[config.mk]
export PLATFORM = sky130hd
export DESIGN_NAME = infix_to_postfix_converter
export DESIGN_NICKNAME = d
export VERILOG_FILES = /design/src/sv/i2p_pkg.sv /design/src/sv/i2p_fifo.sv /design/src/sv/i2p_front.sv /design/src/sv/i2p_back.sv /design/src/sv/infix_to_postfix_converter.sv
export SDC_FILE = /design/constraint.sdc
export NUM_CORES = 1
export LEC_CHECK = 0
export BUFFER_PORTS_ARGS = -buffer_cell sky130_fd_sc_hd__buf_2
export CORE_MARGIN = 2
export CORE_UTILIZATION = 55
export CTS_CLUSTER_SIZE = 12
export DETAILED_ROUTE_END_ITERATION = 10
export PLACE_DENSITY = 0.81
export SETUP_SLACK_MARGIN = 0.2
export SYNTH_ARGS = -nofsm -noshare
export SYNTH_HDL_FRONTEND = slang
export SYNTH_SLANG_ARGS = --single-unit
[constraint.sdc]
create_clock -name i_clk -period 18.58 [get_ports i_clk]
set_clock_uncertainty 0.2 [all_clocks]
set_input_delay 0 -clock i_clk [delete_from_list [all_inputs] [get_ports i_clk]]
set_output_delay 0 -clock i_clk [all_outputs]
set_load 0.02 [all_outputs]
[src/sv/i2p_pkg.sv]
// Shared types, character codes and decode helpers for the infix-to-postfix converter.
// No dependencies.
`default_nettype none

package i2p_pkg;

    typedef struct packed {
        logic [7:0] symbol;
        logic       final_symbol;
    } t_in;

    typedef struct packed {
        logic [7:0] out_symbol;
        logic       out_last;
        logic [1:0] error_code;
    } t_out;

    typedef enum logic [2:0] {
        K_LETTER,
        K_OPEN,
        K_CLOSE,
        K_OPER,
        K_BAD
    } t_kind;

    typedef struct packed {
        t_kind      kind;
        logic [7:0] sym;   // operator, opener, or the opener a closer wants
        logic [1:0] prio;
        logic       fin;
    } t_cmd;

    localparam logic [1:0] ERR_OK  = 2'd0;
    localparam logic [1:0] ERR_OVF = 2'd1;
    localparam logic [1:0] ERR_UNM = 2'd2;
    localparam logic [1:0] ERR_UNK = 2'd3;

    localparam logic [7:0] CH_PLUS   = 8'h2B;
    localparam logic [7:0] CH_MINUS  = 8'h2D;
    localparam logic [7:0] CH_STAR   = 8'h2A;
    localparam logic [7:0] CH_SLASH  = 8'h2F;
    localparam logic [7:0] CH_CARET  = 8'h5E;
    localparam logic [7:0] CH_DOLLAR = 8'h24;
    localparam logic [7:0] CH_LPAREN = 8'h28;
    localparam logic [7:0] CH_LBRACK = 8'h5B;
    localparam logic [7:0] CH_LBRACE = 8'h7B;
    localparam logic [7:0] CH_RPAREN = 8'h29;
    localparam logic [7:0] CH_RBRACK = 8'h5D;
    localparam logic [7:0] CH_RBRACE = 8'h7D;
    localparam logic [7:0] CH_UP_A   = 8'h41;
    localparam logic [7:0] CH_UP_Z   = 8'h5A;
    localparam logic [7:0] CH_LO_A   = 8'h61;
    localparam logic [7:0] CH_LO_Z   = 8'h7A;

    localparam int CMD_Q_DEPTH = 2;
    localparam int RES_Q_DEPTH = 2;

    function automatic logic [1:0] f_prio(input logic [7:0] c);
        logic [1:0] p;
        p = 2'd0;
        if (c == CH_PLUS || c == CH_MINUS) begin
            p = 2'd1;
        end else if (c == CH_STAR || c == CH_SLASH) begin
            p = 2'd2;
        end else if (c == CH_CARET || c == CH_DOLLAR) begin
            p = 2'd3;
        end
        return p;
    endfunction

    function automatic logic f_is_opener(input logic [7:0] c);
        return (c == CH_LPAREN) || (c == CH_LBRACK) || (c == CH_LBRACE);
    endfunction

endpackage

`default_nettype wire

[src/sv/i2p_fifo.sv]
// Small flop-based queue, power-of-two depth, used for commands and results.
// No dependencies.
`default_nettype none

module i2p_fifo #(
    parameter int WIDTH = 8,
    parameter int DEPTH = 2
) (
    input  wire logic             i_clk,
    input  wire logic             i_rst_n,
    input  wire logic             i_push,
    input  wire logic [WIDTH-1:0] i_data,
    output logic                  o_full,
    input  wire logic             i_pop,
    output logic [WIDTH-1:0]      o_data,
    output logic                  o_empty
);

    localparam int AW = (DEPTH > 1) ? $clog2(DEPTH) : 1;
    localparam int CW = $clog2(DEPTH + 1);

    logic [WIDTH-1:0] r_mem [DEPTH];
    logic [AW-1:0]    r_wp, n_wp;
    logic [AW-1:0]    r_rp, n_rp;
    logic [CW-1:0]    r_cnt, n_cnt;
    logic             wr_en, rd_en;

    assign o_full  = (r_cnt == CW'(DEPTH));
    assign o_empty = (r_cnt == '0);
    assign o_data  = r_mem[r_rp];
    assign wr_en   = i_push && !o_full;
    assign rd_en   = i_pop && !o_empty;

    always_comb begin
        n_wp  = wr_en ? AW'(r_wp + 1'b1) : r_wp;
        n_rp  = rd_en ? AW'(r_rp + 1'b1) : r_rp;
        n_cnt = r_cnt;
        if (wr_en && !rd_en) begin
            n_cnt = CW'(r_cnt + 1'b1);
        end else if (rd_en && !wr_en) begin
            n_cnt = CW'(r_cnt - 1'b1);
        end
    end

    always_ff @(posedge i_clk) begin
        if (!i_rst_n) begin
            r_wp  <= '0;
            r_rp  <= '0;
            r_cnt <= '0;
        end else begin
            r_wp  <= n_wp;
            r_rp  <= n_rp;
            r_cnt <= n_cnt;
        end
    end

    always_ff @(posedge i_clk) begin
        if (wr_en) begin
            r_mem[r_wp] <= i_data;
        end
    end

endmodule

`default_nettype wire

[src/sv/i2p_front.sv]
// Front end: classifies one input character into a stack command.
// Depends on i2p_pkg.
`default_nettype none

module i2p_front (
    input  wire i2p_pkg::t_in i_item,
    output i2p_pkg::t_cmd     o_cmd
);

    logic [7:0] sym;
    logic [1:0] prio;
    logic       is_letter;
    logic       is_closer;

    assign sym       = i_item.symbol;
    assign prio      = i2p_pkg::f_prio(sym);
    assign is_letter = (sym >= i2p_pkg::CH_UP_A && sym <= i2p_pkg::CH_UP_Z)
                    || (sym >= i2p_pkg::CH_LO_A && sym <= i2p_pkg::CH_LO_Z);
    assign is_closer = (sym == i2p_pkg::CH_RPAREN) || (sym == i2p_pkg::CH_RBRACK)
                    || (sym == i2p_pkg::CH_RBRACE);

    always_comb begin
        o_cmd.sym  = sym;
        o_cmd.prio = prio;
        o_cmd.fin  = i_item.final_symbol;
        priority if (is_letter) begin
            o_cmd.kind = i2p_pkg::K_LETTER;
        end else if (i2p_pkg::f_is_opener(sym)) begin
            o_cmd.kind = i2p_pkg::K_OPEN;
        end else if (is_closer) begin
            o_cmd.kind = i2p_pkg::K_CLOSE;
            // carry the opener this closer must meet
            priority if (sym == i2p_pkg::CH_RPAREN) begin
                o_cmd.sym = i2p_pkg::CH_LPAREN;
            end else if (sym == i2p_pkg::CH_RBRACK) begin
                o_cmd.sym = i2p_pkg::CH_LBRACK;
            end else begin
                o_cmd.sym = i2p_pkg::CH_LBRACE;
            end
        end else if (prio != 2'd0) begin
            o_cmd.kind = i2p_pkg::K_OPER;
        end else begin
            o_cmd.kind = i2p_pkg::K_BAD;
        end
    end

endmodule

`default_nettype wire

[src/sv/i2p_back.sv]
// Back end: operator stack and sequencer that executes commands and emits result words.
// Depends on i2p_pkg.
`default_nettype none

module i2p_back #(
    parameter int STACK_DEPTH = 32
) (
    input  wire logic          i_clk,
    input  wire logic          i_rst_n,
    input  wire i2p_pkg::t_cmd i_cmd,
    input  wire logic          i_cmd_empty,
    output logic               o_cmd_pop,
    input  wire logic          i_res_full,
    output logic               o_res_push,
    output i2p_pkg::t_out      o_res
);

    localparam int SW = $clog2(STACK_DEPTH);
    localparam int CW = $clog2(STACK_DEPTH + 1);

    typedef enum logic [4:0] {
        S_IDLE  = 5'b00001,
        S_CLOSE = 5'b00010,
        S_OPER  = 5'b00100,
        S_FLUSH = 5'b01000,
        S_LAST  = 5'b10000
    } t_state;

    t_state        r_state, n_state;
    i2p_pkg::t_cmd r_cmd, n_cmd;
    logic [CW-1:0] r_cnt, n_cnt;
    logic [7:0]    r_stk [STACK_DEPTH];
    logic          r_stray, n_stray;
    logic          r_hold_vld, n_hold_vld;
    i2p_pkg::t_out r_hold, n_hold;

    logic [CW-1:0] cnt_m1;
    logic [7:0]    top;
    logic          stk_empty, stk_full, go;
    logic          em_vld;
    logic [7:0]    em_sym;
    logic [1:0]    em_err;
    logic          do_push, do_pop, cur_fin, last_out;
    logic [7:0]    push_sym;

    assign cnt_m1    = CW'(r_cnt - 1'b1);
    assign top       = r_stk[cnt_m1[SW-1:0]];
    assign stk_empty = (r_cnt == '0);
    assign stk_full  = (r_cnt == CW'(STACK_DEPTH));
    // stall the whole sequencer while the result queue has no room
    assign go        = !i_res_full;

    always_comb begin
        n_state   = r_state;
        n_cmd     = r_cmd;
        n_stray   = r_stray;
        em_vld    = 1'b0;
        em_sym    = 8'd0;
        em_err    = i2p_pkg::ERR_OK;
        do_push   = 1'b0;
        do_pop    = 1'b0;
        push_sym  = r_cmd.sym;
        o_cmd_pop = 1'b0;
        cur_fin   = r_cmd.fin;
        last_out  = 1'b0;

        unique case (r_state)
            S_IDLE: begin
                cur_fin = i_cmd.fin;
                if (go && !i_cmd_empty) begin
                    o_cmd_pop = 1'b1;
                    n_cmd     = i_cmd;
                    n_stray   = 1'b0;
                    n_state   = i_cmd.fin ? S_FLUSH : S_IDLE;
                    unique case (i_cmd.kind)
                        i2p_pkg::K_LETTER: begin
                            em_vld = 1'b1;
                            em_sym = i_cmd.sym;
                        end
                        i2p_pkg::K_OPEN: begin
                            if (stk_full) begin
                                em_vld = 1'b1;
                                em_err = i2p_pkg::ERR_OVF;
                            end else begin
                                do_push  = 1'b1;
                                push_sym = i_cmd.sym;
                            end
                        end
                        i2p_pkg::K_CLOSE: begin
                            n_state = S_CLOSE;
                        end
                        i2p_pkg::K_OPER: begin
                            n_state = S_OPER;
                        end
                        default: begin
                            em_vld = 1'b1;
                            em_err = i2p_pkg::ERR_UNK;
                        end
                    endcase
                end
            end
            S_CLOSE: begin
                if (go) begin
                    if (stk_empty) begin
                        em_vld  = 1'b1;
                        em_err  = i2p_pkg::ERR_UNM;
                        n_state = r_cmd.fin ? S_FLUSH : S_IDLE;
                    end else begin
                        do_pop = 1'b1;
                        priority if (top == r_cmd.sym) begin
                            n_state = r_cmd.fin ? S_FLUSH : S_IDLE;
                        end else if (i2p_pkg::f_is_opener(top)) begin
                            // wrong opener: drop it and flag
                            em_vld  = 1'b1;
                            em_err  = i2p_pkg::ERR_UNM;
                            n_state = r_cmd.fin ? S_FLUSH : S_IDLE;
                        end else begin
                            em_vld = 1'b1;
                            em_sym = top;
                        end
                    end
                end
            end
            S_OPER: begin
                if (go) begin
                    if (!stk_empty && (i2p_pkg::f_prio(top) >= r_cmd.prio)) begin
                        do_pop = 1'b1;
                        em_vld = 1'b1;
                        em_sym = top;
                    end else begin
                        if (stk_full) begin
                            em_vld = 1'b1;
                            em_err = i2p_pkg::ERR_OVF;
                        end else begin
                            do_push = 1'b1;
                        end
                        n_state = r_cmd.fin ? S_FLUSH : S_IDLE;
                    end
                end
            end
            S_FLUSH: begin
                if (go) begin
                    if (!stk_empty) begin
                        do_pop = 1'b1;
                        if (i2p_pkg::f_is_opener(top)) begin
                            n_stray = 1'b1;
                        end else begin
                            em_vld = 1'b1;
                            em_sym = top;
                        end
                    end else begin
                        if (r_stray) begin
                            em_vld = 1'b1;
                            em_err = i2p_pkg::ERR_UNM;
                        end
                        n_state = S_LAST;
                    end
                end
            end
            S_LAST: begin
                if (go) begin
                    last_out = 1'b1;
                    n_state  = S_IDLE;
                end
            end
            default: begin
                n_state = S_IDLE;
            end
        endcase
    end

    always_comb begin
        n_cnt = r_cnt;
        if (do_push) begin
            n_cnt = CW'(r_cnt + 1'b1);
        end else if (do_pop) begin
            n_cnt = cnt_m1;
        end
    end

    // final item: hold back one word so the last one can carry out_last
    always_comb begin
        n_hold     = r_hold;
        n_hold_vld = r_hold_vld;
        o_res_push = 1'b0;
        o_res      = '{out_symbol: 8'd0, out_last: 1'b0, error_code: i2p_pkg::ERR_OK};
        if (last_out) begin
            o_res_push = 1'b1;
            n_hold_vld = 1'b0;
            if (r_hold_vld) begin
                o_res = '{out_symbol: r_hold.out_symbol, out_last: 1'b1,
                          error_code: r_hold.error_code};
            end else begin
                o_res = '{out_symbol: 8'd0, out_last: 1'b1, error_code: i2p_pkg::ERR_OK};
            end
        end else if (em_vld) begin
            if (cur_fin) begin
                n_hold     = '{out_symbol: em_sym, out_last: 1'b0, error_code: em_err};
                n_hold_vld = 1'b1;
                o_res_push = r_hold_vld;
                o_res      = r_hold;
            end else begin
                o_res_push = 1'b1;
                o_res      = '{out_symbol: em_sym, out_last: 1'b0, error_code: em_err};
            end
        end
    end

    always_ff @(posedge i_clk) begin
        if (!i_rst_n) begin
            r_state    <= S_IDLE;
            r_cnt      <= '0;
            r_stray    <= 1'b0;
            r_hold_vld <= 1'b0;
        end else begin
            r_state    <= n_state;
            r_cnt      <= n_cnt;
            r_stray    <= n_stray;
            r_hold_vld <= n_hold_vld;
        end
    end

    always_ff @(posedge i_clk) begin
        r_cmd  <= n_cmd;
        r_hold <= n_hold;
        if (do_push) begin
            r_stk[r_cnt[SW-1:0]] <= push_sym;
        end
    end

endmodule

`default_nettype wire

[src/sv/infix_to_postfix_converter.sv]
// Top level of the infix-to-postfix converter: front decode, command queue,
// stack sequencer, result queue. Depends on i2p_pkg, i2p_front, i2p_fifo, i2p_back.
//
//   channel   | handshake          | payload
//   ----------+--------------------+-------------------------------
//   input     | push / full        | i_item   (symbol, final_symbol)
//   result    | pop  / empty       | o_result (out_symbol, out_last, error_code)
//
// Letters, openers and unknown characters are handled straight from the idle state;
// operators first pop every stacked operator of equal or higher priority, closers emit
// operators until the opener. A final item then flushes the remaining stack entries
// and emits the end-of-expression word; the stack sequencer sets the rate.
// Synchronous active-low reset empties both queues and the stack.
// A full result queue stalls the sequencer; the command queue keeps taking words.
`default_nettype none

module infix_to_postfix_converter #(
    parameter int STACK_DEPTH = 32
) (
    input  wire logic         i_clk,
    input  wire logic         i_rst_n,
    input  wire logic         push,
    output logic              full,
    input  wire i2p_pkg::t_in i_item,
    output logic              empty,
    input  wire logic         pop,
    output i2p_pkg::t_out     o_result
);

    localparam int CMD_W = $bits(i2p_pkg::t_cmd);
    localparam int RES_W = $bits(i2p_pkg::t_out);

    i2p_pkg::t_cmd    dec_cmd;
    i2p_pkg::t_cmd    q_cmd;
    logic [CMD_W-1:0] q_cmd_bits;
    logic             cmd_empty, cmd_pop;
    logic             res_full, res_push;
    i2p_pkg::t_out    res;
    logic [RES_W-1:0] res_bits;

    i2p_front u_front (
        .i_item (i_item),
        .o_cmd  (dec_cmd)
    );

    i2p_fifo #(
        .WIDTH (CMD_W),
        .DEPTH (i2p_pkg::CMD_Q_DEPTH)
    ) u_cmd_q (
        .i_clk   (i_clk),
        .i_rst_n (i_rst_n),
        .i_push  (push),
        .i_data  (dec_cmd),
        .o_full  (full),
        .i_pop   (cmd_pop),
        .o_data  (q_cmd_bits),
        .o_empty (cmd_empty)
    );

    assign q_cmd = q_cmd_bits;

    i2p_back #(
        .STACK_DEPTH (STACK_DEPTH)
    ) u_back (
        .i_clk       (i_clk),
        .i_rst_n     (i_rst_n),
        .i_cmd       (q_cmd),
        .i_cmd_empty (cmd_empty),
        .o_cmd_pop   (cmd_pop),
        .i_res_full  (res_full),
        .o_res_push  (res_push),
        .o_res       (res)
    );

    i2p_fifo #(
        .WIDTH (RES_W),
        .DEPTH (i2p_pkg::RES_Q_DEPTH)
    ) u_res_q (
        .i_clk   (i_clk),
        .i_rst_n (i_rst_n),
        .i_push  (res_push),
        .i_data  (res),
        .o_full  (res_full),
        .i_pop   (pop),
        .o_data  (res_bits),
        .o_empty (empty)
    );

    assign o_result = res_bits;

endmodule

`default_nettype wire

**Yosys cells after proc, flatten, opt, wreduce, memory -nomap -nowiden**

Memory sizes are Yosys's and may differ from the RTL's. A register that Yosys moved wholly into a read port is not among the register bits.
Index checks and enable logic that the tools add are counted.

- Mux-type cells: 116
- Order comparisons: 5
- Bitwise operators: 2
- Reductions and logical operators: 52
- Add/subtract/negate cells: 10
- Equal/unequal tests: 43

Operators by type and width:

| kind | number |
|---|---|
| $mux W8 | 17 |
| $eq A8 B6 Y1 const B | 13 |
| $eq A8 B7 Y1 const B | 8 |
| $mux W5 | 10 |
| $mux W1 | 44 |
| $mux W11 | 4 |
| $mux W2 | 21 |
| $pmux W8 S4 | 1 |
| $pmux W5 S5 | 1 |
| $mux W6 | 3 |
| $ge A8 B7 Y1 const B | 2 |
| $le A8 B7 Y1 const B | 2 |
| $logic_or A1 B1 Y1 | 13 |
| $logic_and A1 B1 Y1 | 12 |
| $mux W3 | 4 |
| $ne A2 B2 Y1 const B | 6 |
| $pmux W5 S2 | 1 |
| $reduce_bool A2 Y1 | 5 |
| $logic_not A1 Y1 | 9 |
| $eq A8 B8 Y1 | 1 |
| $mux W4 | 2 |
| $pmux W1 S2 | 4 |
| $pmux W2 S4 | 1 |
| $reduce_and A8 Y1 | 1 |
| 29 further kinds | 43 |

- Output and inout port bits: 13
- Register bits: 42
- Logic and storage cells: 246
- Memories: 3
- Input port bits: 13
- RAM bits: 306

Memory list:

| memory | depth | bits a word | rd ports | clocked after Yosys merged registers in | write ports | line | source |
|---|---|---|---|---|---|---|---|
| u_back.r_stk | 32 | 8 | 1 | 0 | 1 | i2p_back.sv:32 | `logic [7:0] r_stk [STACK_DEPTH];` |
| u_cmd_q.r_mem | 2 | 14 | 1 | 1 | 1 | i2p_fifo.sv:22 | `logic [WIDTH-1:0] r_mem [DEPTH];` |
| u_res_q.r_mem | 2 | 11 | 1 | 1 | 1 | i2p_fifo.sv:22 |  |

**Depth between registers and ports, before layout**

An unclocked memory read counts as a cell.

- Depth in word-level cells: 21
- Depth in mapped cells: 28
- Mapped depth without buffers: 22

**By module**

A second synthesis with hierarchy kept.

- Cells, all modules: 943
- Area, all modules: 15265.9 um^2

Modules (own cells, without submodules):

| module | seq. area each (um^2) | area each (um^2) | instances | cells an instance |
|---|---|---|---|---|
| i2p_back | 8578.2 | 12695.9 | 1 | 767 |
| i2p_fifo (u_cmd_q) | 940.9 | 1237.4 | 1 | 68 |
| i2p_fifo (u_res_q) | 760.7 | 1023.5 | 1 | 59 |
| i2p_front | 0.0 | 309.0 | 1 | 49 |

**Least setup slack after synthesis**

Ideal clock, no wire load.

- Path kind: register to register
- From: register u_back.r_cnt[0]
- To: register u_res_q.r_cnt[1]
- Cell stages (with the launch flop): 27
- Path slack: 12.337 ns
- Setup time: 0.076 ns
- Clock period less this slack: 6.243 ns
- Required time: 18.304 ns
- Path buffers: 5
- Data arrival time: 5.967 ns
- Cells stage by stage: dfxtp_1 buf_2 buf_6 inv_2 ha_1 buf_6 xnor2_2 buf_6 mux2i_1 nand4_1 a32o_1 a311o_1 buf_2 or3_1 or3b_2 a211oi_1 a31oi_1 ha_1 nand2b_1 a21oi_1 o21ai_0 a311o_1 a221oi_4 o21ai_1 ha_1 or3_1 a21boi_0

- Longest elaborated chain between the ends: 20
- Elaborated cells on any way between the ends: 47
- Classes of those cells: add/sub (1); order compare (1); eq/ne (11); mux (20); reduce/logical (13); memory (1)

Ends and longest elaborated chain:

| what | line | source |
|---|---|---|
| from (decl) | i2p_back.sv:31 | `logic [CW-1:0] r_cnt, n_cnt;` |
| from (signal assigned) | i2p_back.sv:217 | `r_cnt <= n_cnt;` |
| $sub A6 B1 Y6 | i2p_back.sv:46 | `assign cnt_m1 = CW'(r_cnt - 1'b1);` |
| $mem_v2 Z32 W8 | n/a |  |
| $eq A8 B7 Y1 / $eq A8 B6 Y1 (equally long branches) | i2p_pkg.sv:65 | `end else if (c == CH_CARET \|\| c == CH_DOLLAR) begin` |
| $logic_or A1 B1 Y1 | i2p_pkg.sv:65 |  |
| $mux W2 | i2p_pkg.sv:65 |  |
| $mux W2 | i2p_pkg.sv:63 | `end else if (c == CH_STAR \|\| c == CH_SLASH) begin` |
| $mux W2 | i2p_pkg.sv:61 | `if (c == CH_PLUS \|\| c == CH_MINUS) begin` |
| $mux W2 | i2p_back.sv:125 | `if (go) begin` |
| [... 5 more ...] | n/a |  |
| $pmux W1 S4 (*) | i2p_back.sv:67 | `unique case (r_state)` |
| $mux W1 (*) | i2p_back.sv:196 | `end else if (em_vld) begin` |
| $mux W1 (*) | i2p_back.sv:187 | `if (last_out) begin` |
| $logic_and A1 B1 Y1 (*) | i2p_fifo.sv:31 | `assign wr_en = i_push && !o_full;` |
| via u_res_q.wr_en | i2p_fifo.sv:26 | `logic wr_en, rd_en;` |
| $logic_not A1 Y1 | i2p_fifo.sv:40 | `end else if (rd_en && !wr_en) begin` |
| $logic_and A1 B1 Y1 | i2p_fifo.sv:40 |  |
| $reduce_bool A2 Y1 (no line) | n/a |  |
| to (signal assigned) | i2p_fifo.sv:53 | `r_cnt <= n_cnt;` |
| to (decl) | i2p_fifo.sv:25 | `logic [CW-1:0] r_cnt, n_cnt;` |

Mark *: on every way through the listed nets, which the timed path passes. The rest lies on a longest branch. The select of a mux whose other input is x is not followed.
A chain may end at the register's enable or synchronous reset.

**Final worst setup path**

- From: register u_back.r_cnt[0]
- To: memory u_back.r_stk[15][4] (enable)

- Longest elaborated chain between the ends: 16
- Elaborated cells on any way between the ends: 29
- Classes of those cells: add/sub (1); order compare (1); eq/ne (7); mux (13); reduce/logical (6); memory (1)

Ends and longest elaborated chain:

| what | line | source |
|---|---|---|
| $sub A6 B1 Y6 | i2p_back.sv:46 |  |
| $mem_v2 Z32 W8 | n/a |  |
| $eq A8 B7 Y1 / $eq A8 B6 Y1 (equally long branches) | i2p_pkg.sv:65 |  |
| $logic_or A1 B1 Y1 | i2p_pkg.sv:65 |  |
| $mux W2 | i2p_pkg.sv:65 |  |
| $mux W2 | i2p_pkg.sv:63 |  |
| $mux W2 | i2p_pkg.sv:61 |  |
| $mux W2 | i2p_back.sv:125 |  |
| $mux W2 | i2p_back.sv:67 |  |
| $ge A2 B2 Y1 | i2p_back.sv:126 | `if (!stk_empty && (i2p_pkg::f_prio(top) >= r_cmd.prio)) begin` |
| $logic_and A1 B1 Y1 | i2p_back.sv:126 |  |
| $mux W1 | i2p_back.sv:126 |  |
| $mux W1 | i2p_back.sv:125 |  |
| $pmux W1 S2 | i2p_back.sv:67 |  |
| $mux W1 | i2p_back.sv:226 | `if (do_push) begin` |
| $mux W1 (implied by the code) | i2p_back.sv:227 | `r_stk[r_cnt[SW-1:0]] <= push_sym;` |
| to (decl) | i2p_back.sv:32 |  |

Several ways; a longest one is shown, not always the timed one. The select of a mux whose other input is x is not followed.

==> report_table.html <==
<table>
<tr><th>Metric</th><th>Value</th></tr>
<tr><th colspan="2">Logic synthesis</th></tr>
<tr><td>Number of nets in the synthesized netlist</td><td>roughly 1000</td></tr>
<tr><td>Primary FF master, synth</td><td>sky130_fd_sc_hd__edfxtp_1</td></tr>
<tr><td>Share of flip-flops with an asynchronous set or reset after synthesis</td><td>0%</td></tr>
<tr><td>Main combinational cell family by area after synthesis</td><td>multiplexers</td></tr>
<tr><td>Number of enable flip-flop cells after synthesis</td><td>327</td></tr>
<tr><td>Part of the Yosys area used for sequential elements</td><td>slightly below 70%</td></tr>
<tr><td>Avg Inst Size Synth</td><td>15.7 um^2</td></tr>
<tr><td>Post-Syn Instances</td><td>974</td></tr>
<tr><td>Xor/xnor cell area share of the yosys netlist</td><td>under 10%</td></tr>
<tr><td>Yosys top cell area share</td><td>64.2%</td></tr>
<tr><td>Yosys warning total</td><td>0</td></tr>
<tr><td>Simple-Gate Fraction of Synth Area</td><td>9.69%</td></tr>
<tr><td>Distinct cells, synth</td><td>83</td></tr>
<tr><td>FF+latch count, synth</td><td>350</td></tr>
<tr><td>Adder-cell share of the synthesized area</td><td>less than 1%</td></tr>
<tr><td>Largest cells by area after synthesis</td><td>sky130_fd_sc_hd__edfxtp_1, sky130_fd_sc_hd__mux4_2, sky130_fd_sc_hd__dfxtp_1, sky130_fd_sc_hd__mux2i_1, sky130_fd_sc_hd__mux2_2</td></tr>
<tr><td>Cell Area, Synth</td><td>0.0153 mm^2</td></tr>
<tr><td>Fraction of the mapped netlist area in compound gates</td><td>6.21%</td></tr>
<tr><td>Fraction of synthesized area in multiplexers</td><td>approximately an eighth</td></tr>
<tr><td>Dominant cell type by area after synthesis</td><td>sky130_fd_sc_hd__edfxtp_1</td></tr>
<tr><th colspan="2">Floorplanning</th></tr>
<tr><td>Starting density of the core</td><td>55.5%</td></tr>
<tr><td>DIE HEIGHT</td><td>171 um</td></tr>
<tr><td>Chip Width</td><td>roughly 170 um</td></tr>
<tr><td>Core ar.</td><td>0.0276 mm^2</td></tr>
<tr><td>Number of I/O pins</td><td>26</td></tr>
<tr><td># rows</td><td>61</td></tr>
<tr><td>Total die area</td><td>0.0291 mm^2</td></tr>
<tr><th colspan="2">Worst setup path</th></tr>
<tr><td>Crit path launch type</td><td>register</td></tr>
<tr><td>Max Fanout on Critical Path</td><td>35</td></tr>
<tr><td>Category of the worst setup path capture point</td><td>register</td></tr>
<tr><td>Arrival time worst endpoint</td><td>7.74 ns</td></tr>
<tr><td>Setup CP Type</td><td>reg2reg</td></tr>
<tr><td>Required time of the critical path</td><td>18.52 ns</td></tr>
<tr><th colspan="2">Drt</th></tr>
<tr><td>Count of nets left with antenna violations after detail routing</td><td>0</td></tr>
<tr><td>DRC errors left</td><td>0</td></tr>
<tr><td>Total routed wirelength</td><td>~33000 um</td></tr>
<tr><td>Average detailed-routed wire length per instance</td><td>23.7 um</td></tr>
<tr><td>Detailed Route Iter0 Violations</td><td>963</td></tr>
<tr><td>Post-DR vias/cell</td><td>6.24</td></tr>
<tr><td>Drt pass-1 iters</td><td>5</td></tr>
<tr><td>Routed vias</td><td>8733</td></tr>
<tr><th colspan="2">Place</th></tr>
<tr><td>Minimum setup slack after placement</td><td>10.93 ns</td></tr>
<tr><td>Count of buffers from port buffering</td><td>25</td></tr>
<tr><td>Placed wire-length estimate after detailed placement</td><td>~21000 um</td></tr>
<tr><td>Placer's final routability congestion estimate</td><td>0.874</td></tr>
<tr><td>Post-Place Cell Area</td><td>~0.016 mm^2</td></tr>
<tr><th colspan="2">Clocking</th></tr>
<tr><td>Root Buffer</td><td>sky130_fd_sc_hd__clkbuf_16</td></tr>
<tr><td>TritonCTS Sinks</td><td>350</td></tr>
<tr><td>Worst-path clk slew</td><td>0.06 ns</td></tr>
<tr><td>Resize count post-CTS</td><td>0</td></tr>
<tr><td>TritonCTS clock tree</td><td>built</td></tr>
<tr><td>Number of buffers created by CTS</td><td>36</td></tr>
<tr><td>Clk Latency, worst-skew pair</td><td>0.53 ns</td></tr>
<tr><td>H-tree depth</td><td>2</td></tr>
<tr><td>Max Buffers Root-to-Sink</td><td>3</td></tr>
<tr><th colspan="2">Power and ir drop</th></tr>
<tr><td>Maximum vdd ir drop</td><td>between 0.06 and 0.07 mV</td></tr>
<tr><td>Share of total power in combinational logic</td><td>24.7%</td></tr>
<tr><td>Fraction of power spent switching nets</td><td>between 30% and 40%</td></tr>
<tr><td>Flop pwr share</td><td>46.9%</td></tr>
<tr><td>Clk network pwr share</td><td>28.4%</td></tr>
<tr><td>Power Total</td><td>2.24 mW</td></tr>
<tr><td>Total power per unit cell area</td><td>133 mW/mm^2</td></tr>
<tr><td>Net Switching</td><td>approximately 0.7 mW</td></tr>
<tr><td>Leak Pwr</td><td>approximately 5.3 nW</td></tr>
<tr><td>Internal portion of total power</td><td>1.56 mW</td></tr>
<tr><th colspan="2">Finish</th></tr>
<tr><td>Leading cell types in the layout, fill and taps excluded</td><td>sky130_fd_sc_hd__edfxtp_1, sky130_fd_sc_hd__nor2_1, sky130_fd_sc_hd__nand2_1</td></tr>
<tr><td>Count of antenna diodes in the layout</td><td>0</td></tr>
<tr><td>Syn-to-layout area delta</td><td>9.94%</td></tr>
<tr><td>Fin util</td><td>about three fifths</td></tr>
<tr><td>Most common cell after layout, fill and taps aside</td><td>sky130_fd_sc_hd__edfxtp_1</td></tr>
<tr><td>Footprint of the flip-flops and latches</td><td>about 0.010 mm^2</td></tr>
<tr><td>Number of nets in the final layout</td><td>slightly above 1000</td></tr>
<tr><td>Final standard cell area without fillers</td><td>0.0168 mm^2</td></tr>
<tr><td>Fraction of final layout cells sized beyond drive strength 1</td><td>between 10% and 20%</td></tr>
<tr><td>Combined area of the multi-input logic cells</td><td>between 0.004 and 0.005 mm^2</td></tr>
<tr><td>Number of fill cells in the layout</td><td>1923</td></tr>
<tr><th colspan="2">STA</th></tr>
<tr><td>Minimum clock period</td><td>7.80 ns</td></tr>
<tr><td>Pins Over Slew Limit</td><td>0</td></tr>
<tr><td>Final-report hold violation count</td><td>0</td></tr>
<tr><td>Share of the clock period used by the worst path after layout</td><td>42.0%</td></tr>
<tr><td>Actual transition at the worst max-transition pin</td><td>roughly 1.2 ns</td></tr>
<tr><td>Final setup viols</td><td>0</td></tr>
<tr><td>Setup slack of the critical path after layout</td><td>about 11 ns</td></tr>
<tr><td>Slew headroom</td><td>21.3%</td></tr>
<tr><td>Fin Setup TNS</td><td>0 ns</td></tr>
<tr><td>Fmax</td><td>128 MHz</td></tr>
<tr><td>RSZ-0062 raised after global routing</td><td>false</td></tr>
<tr><th colspan="2">Status</th></tr>
<tr><td>Run status</td><td>completed</td></tr>
<tr><th colspan="2">Job</th></tr>
<tr><td>Max Cap Violations</td><td>0</td></tr>
<tr><th colspan="2">Global routing</th></tr>
<tr><td>Vias in the first global route</td><td>8480</td></tr>
<tr><td>Global route total overflow</td><td>0</td></tr>
<tr><td>First-pass GRT wire length</td><td>50100 um</td></tr>
<tr><td>Pin count of the biggest net entering global routing</td><td>just under 70</td></tr>
<tr><td>Antenna violations before repair</td><td>0</td></tr>
<tr><td>Overall Global Routing Usage</td><td>23.1%</td></tr>
<tr><th colspan="2">Worst hold path</th></tr>
<tr><td>Min-delay worst type</td><td>in2reg</td></tr>
</table>
-- sequential cells by signal (all words and copies together) (netlist names), 2 cells and up, named ones only --
signal	cells
u_back.r_hold	10
u_res_q.r_cnt	2
u_cmd_q.r_cnt	2
u_res_q.r_mem	22
u_back.r_cnt	6
u_back.r_state	5
u_back.r_cmd	11
u_cmd_q.r_mem	28
u_back.r_stk	256
-- synthesized netlist by cell type, types with 12 or more instances --
cell type / n
sky130_fd_sc_hd__edfxtp_1: 327
sky130_fd_sc_hd__xnor2_1: 12
sky130_fd_sc_hd__inv_1: 12
sky130_fd_sc_hd__nand3_1: 14
sky130_fd_sc_hd__mux2_2: 32
sky130_fd_sc_hd__o21ai_0: 21
sky130_fd_sc_hd__nor3_1: 17
sky130_fd_sc_hd__clkbuf_1: 17
sky130_fd_sc_hd__mux4_2: 48
sky130_fd_sc_hd__mux2i_1: 40
sky130_fd_sc_hd__nand2_1: 66
sky130_fd_sc_hd__a21oi_1: 12
sky130_fd_sc_hd__nand3b_1: 12
sky130_fd_sc_hd__dfxtp_1: 23
sky130_fd_sc_hd__buf_2: 18
sky130_fd_sc_hd__nor3b_1: 17
sky130_fd_sc_hd__nand4_1: 12
sky130_fd_sc_hd__and2_1: 14
sky130_fd_sc_hd__o21ai_1: 14
sky130_fd_sc_hd__nor2_1: 76
-- worst paths after layout --
kind | from | end | slack, ns | depth (start not counted)
max | u_back.r_cnt[0]$_SDFFE_PN0P_ | u_back.r_stk[15][4]$_DFFE_PP_ | 10.78 | 19
max reg2reg | u_back.r_cnt[0]$_SDFFE_PN0P_ | u_back.r_stk[15][4]$_DFFE_PP_ | 10.78 | 19
min reg2reg | u_res_q.r_wp$_SDFFE_PN0P_ | u_res_q.r_wp$_SDFFE_PN0P_ | 0.30 | 2
min | i_item[6] | u_cmd_q.r_mem[1][8]$_DFFE_PP_ | 0.06 | 2
-- what timing repair did --
action | CTS | global route
hold buffers | 14 | 0
buffers inserted | 0 | 0
setup endpoints to repair | 0 | 0
hold endpoints to repair | 65 | 0
-- layer usage --
layer	track usage (%)	share of wire [%]
met3	4.93	9.4
met1	31.6	40
met4	7.54	2.7
met2	37.4	48
met5	0	0
-- worst max-delay path, cell delays in order, from the launching register on --
cell	delay, ns
sky130_fd_sc_hd__dfxtp_4	0.60
sky130_fd_sc_hd__inv_2	0.24
sky130_fd_sc_hd__ha_1	0.46
sky130_fd_sc_hd__xnor2_4	0.99
sky130_fd_sc_hd__mux2i_1	0.32
sky130_fd_sc_hd__nand4_1	0.16
sky130_fd_sc_hd__a211o_1	0.37
sky130_fd_sc_hd__or2_1	0.30
sky130_fd_sc_hd__or3_1	0.42
sky130_fd_sc_hd__or3b_2	0.44
sky130_fd_sc_hd__a211oi_1	0.27
sky130_fd_sc_hd__a31oi_1	0.09
sky130_fd_sc_hd__ha_1	0.29
sky130_fd_sc_hd__nand2b_1	0.14
sky130_fd_sc_hd__a21oi_1	0.21
sky130_fd_sc_hd__nor2_1	0.12
sky130_fd_sc_hd__o22ai_1	0.19
sky130_fd_sc_hd__and2_1	0.37
sky130_fd_sc_hd__nand2_1	0.47
sky130_fd_sc_hd__nor2_1	0.74
-- metrics by stage --
step | hold WS, ns | cells
2_1_floorplan | -0.101 | 974
3_3_place_gp | -0.0124 | 1329
3_5_place_dp | -0.00817 | 1329
4_1_cts | 0.0180 | 1400
5_1_grt | 0.0599 | 1400
6_report | 0.0579 | 1400
-- layout make-up --
| type | count | share of cell area (%) |
|---|---|---|
| tap | 378 | 2.81 |
| clock inverter | 10 | 0.290 |
| inverter | 14 | 0.313 |
| timing repair buffer | 43 | 1.76 |
| sequential | 350 | 61.2 |
| multi-input combinational | 558 | 27.9 |
| clock buffer | 47 | 5.73 |
-- power by group through the flow --
stage | Clock, mW | Combinational (mW) | Sequential [mW]
global placement | 0 | 0.540 | 1.06
detailed placement | 0 | 0.550 | 1.07
global route | 0.672 | 0.598 | 1.06
finish | 0.636 | 0.555 | 1.05
floorplan | 0 | 0.405 | 1.04
CTS | 0.644 | 0.554 | 1.05
-- kinds of logic after synthesis --
| family | count (synthesis) |
|---|---|
| AOI/OAI and AO/OA | 120 |
| xor gates and xnor gates | 21 |
| and+or+nand+nor | 285 |
| muxes | 123 |
| buffers and inverters | 66 |
| adders and majority gates | 9 |
| DFF | 350 |
(Power assumes the default switching activity.)
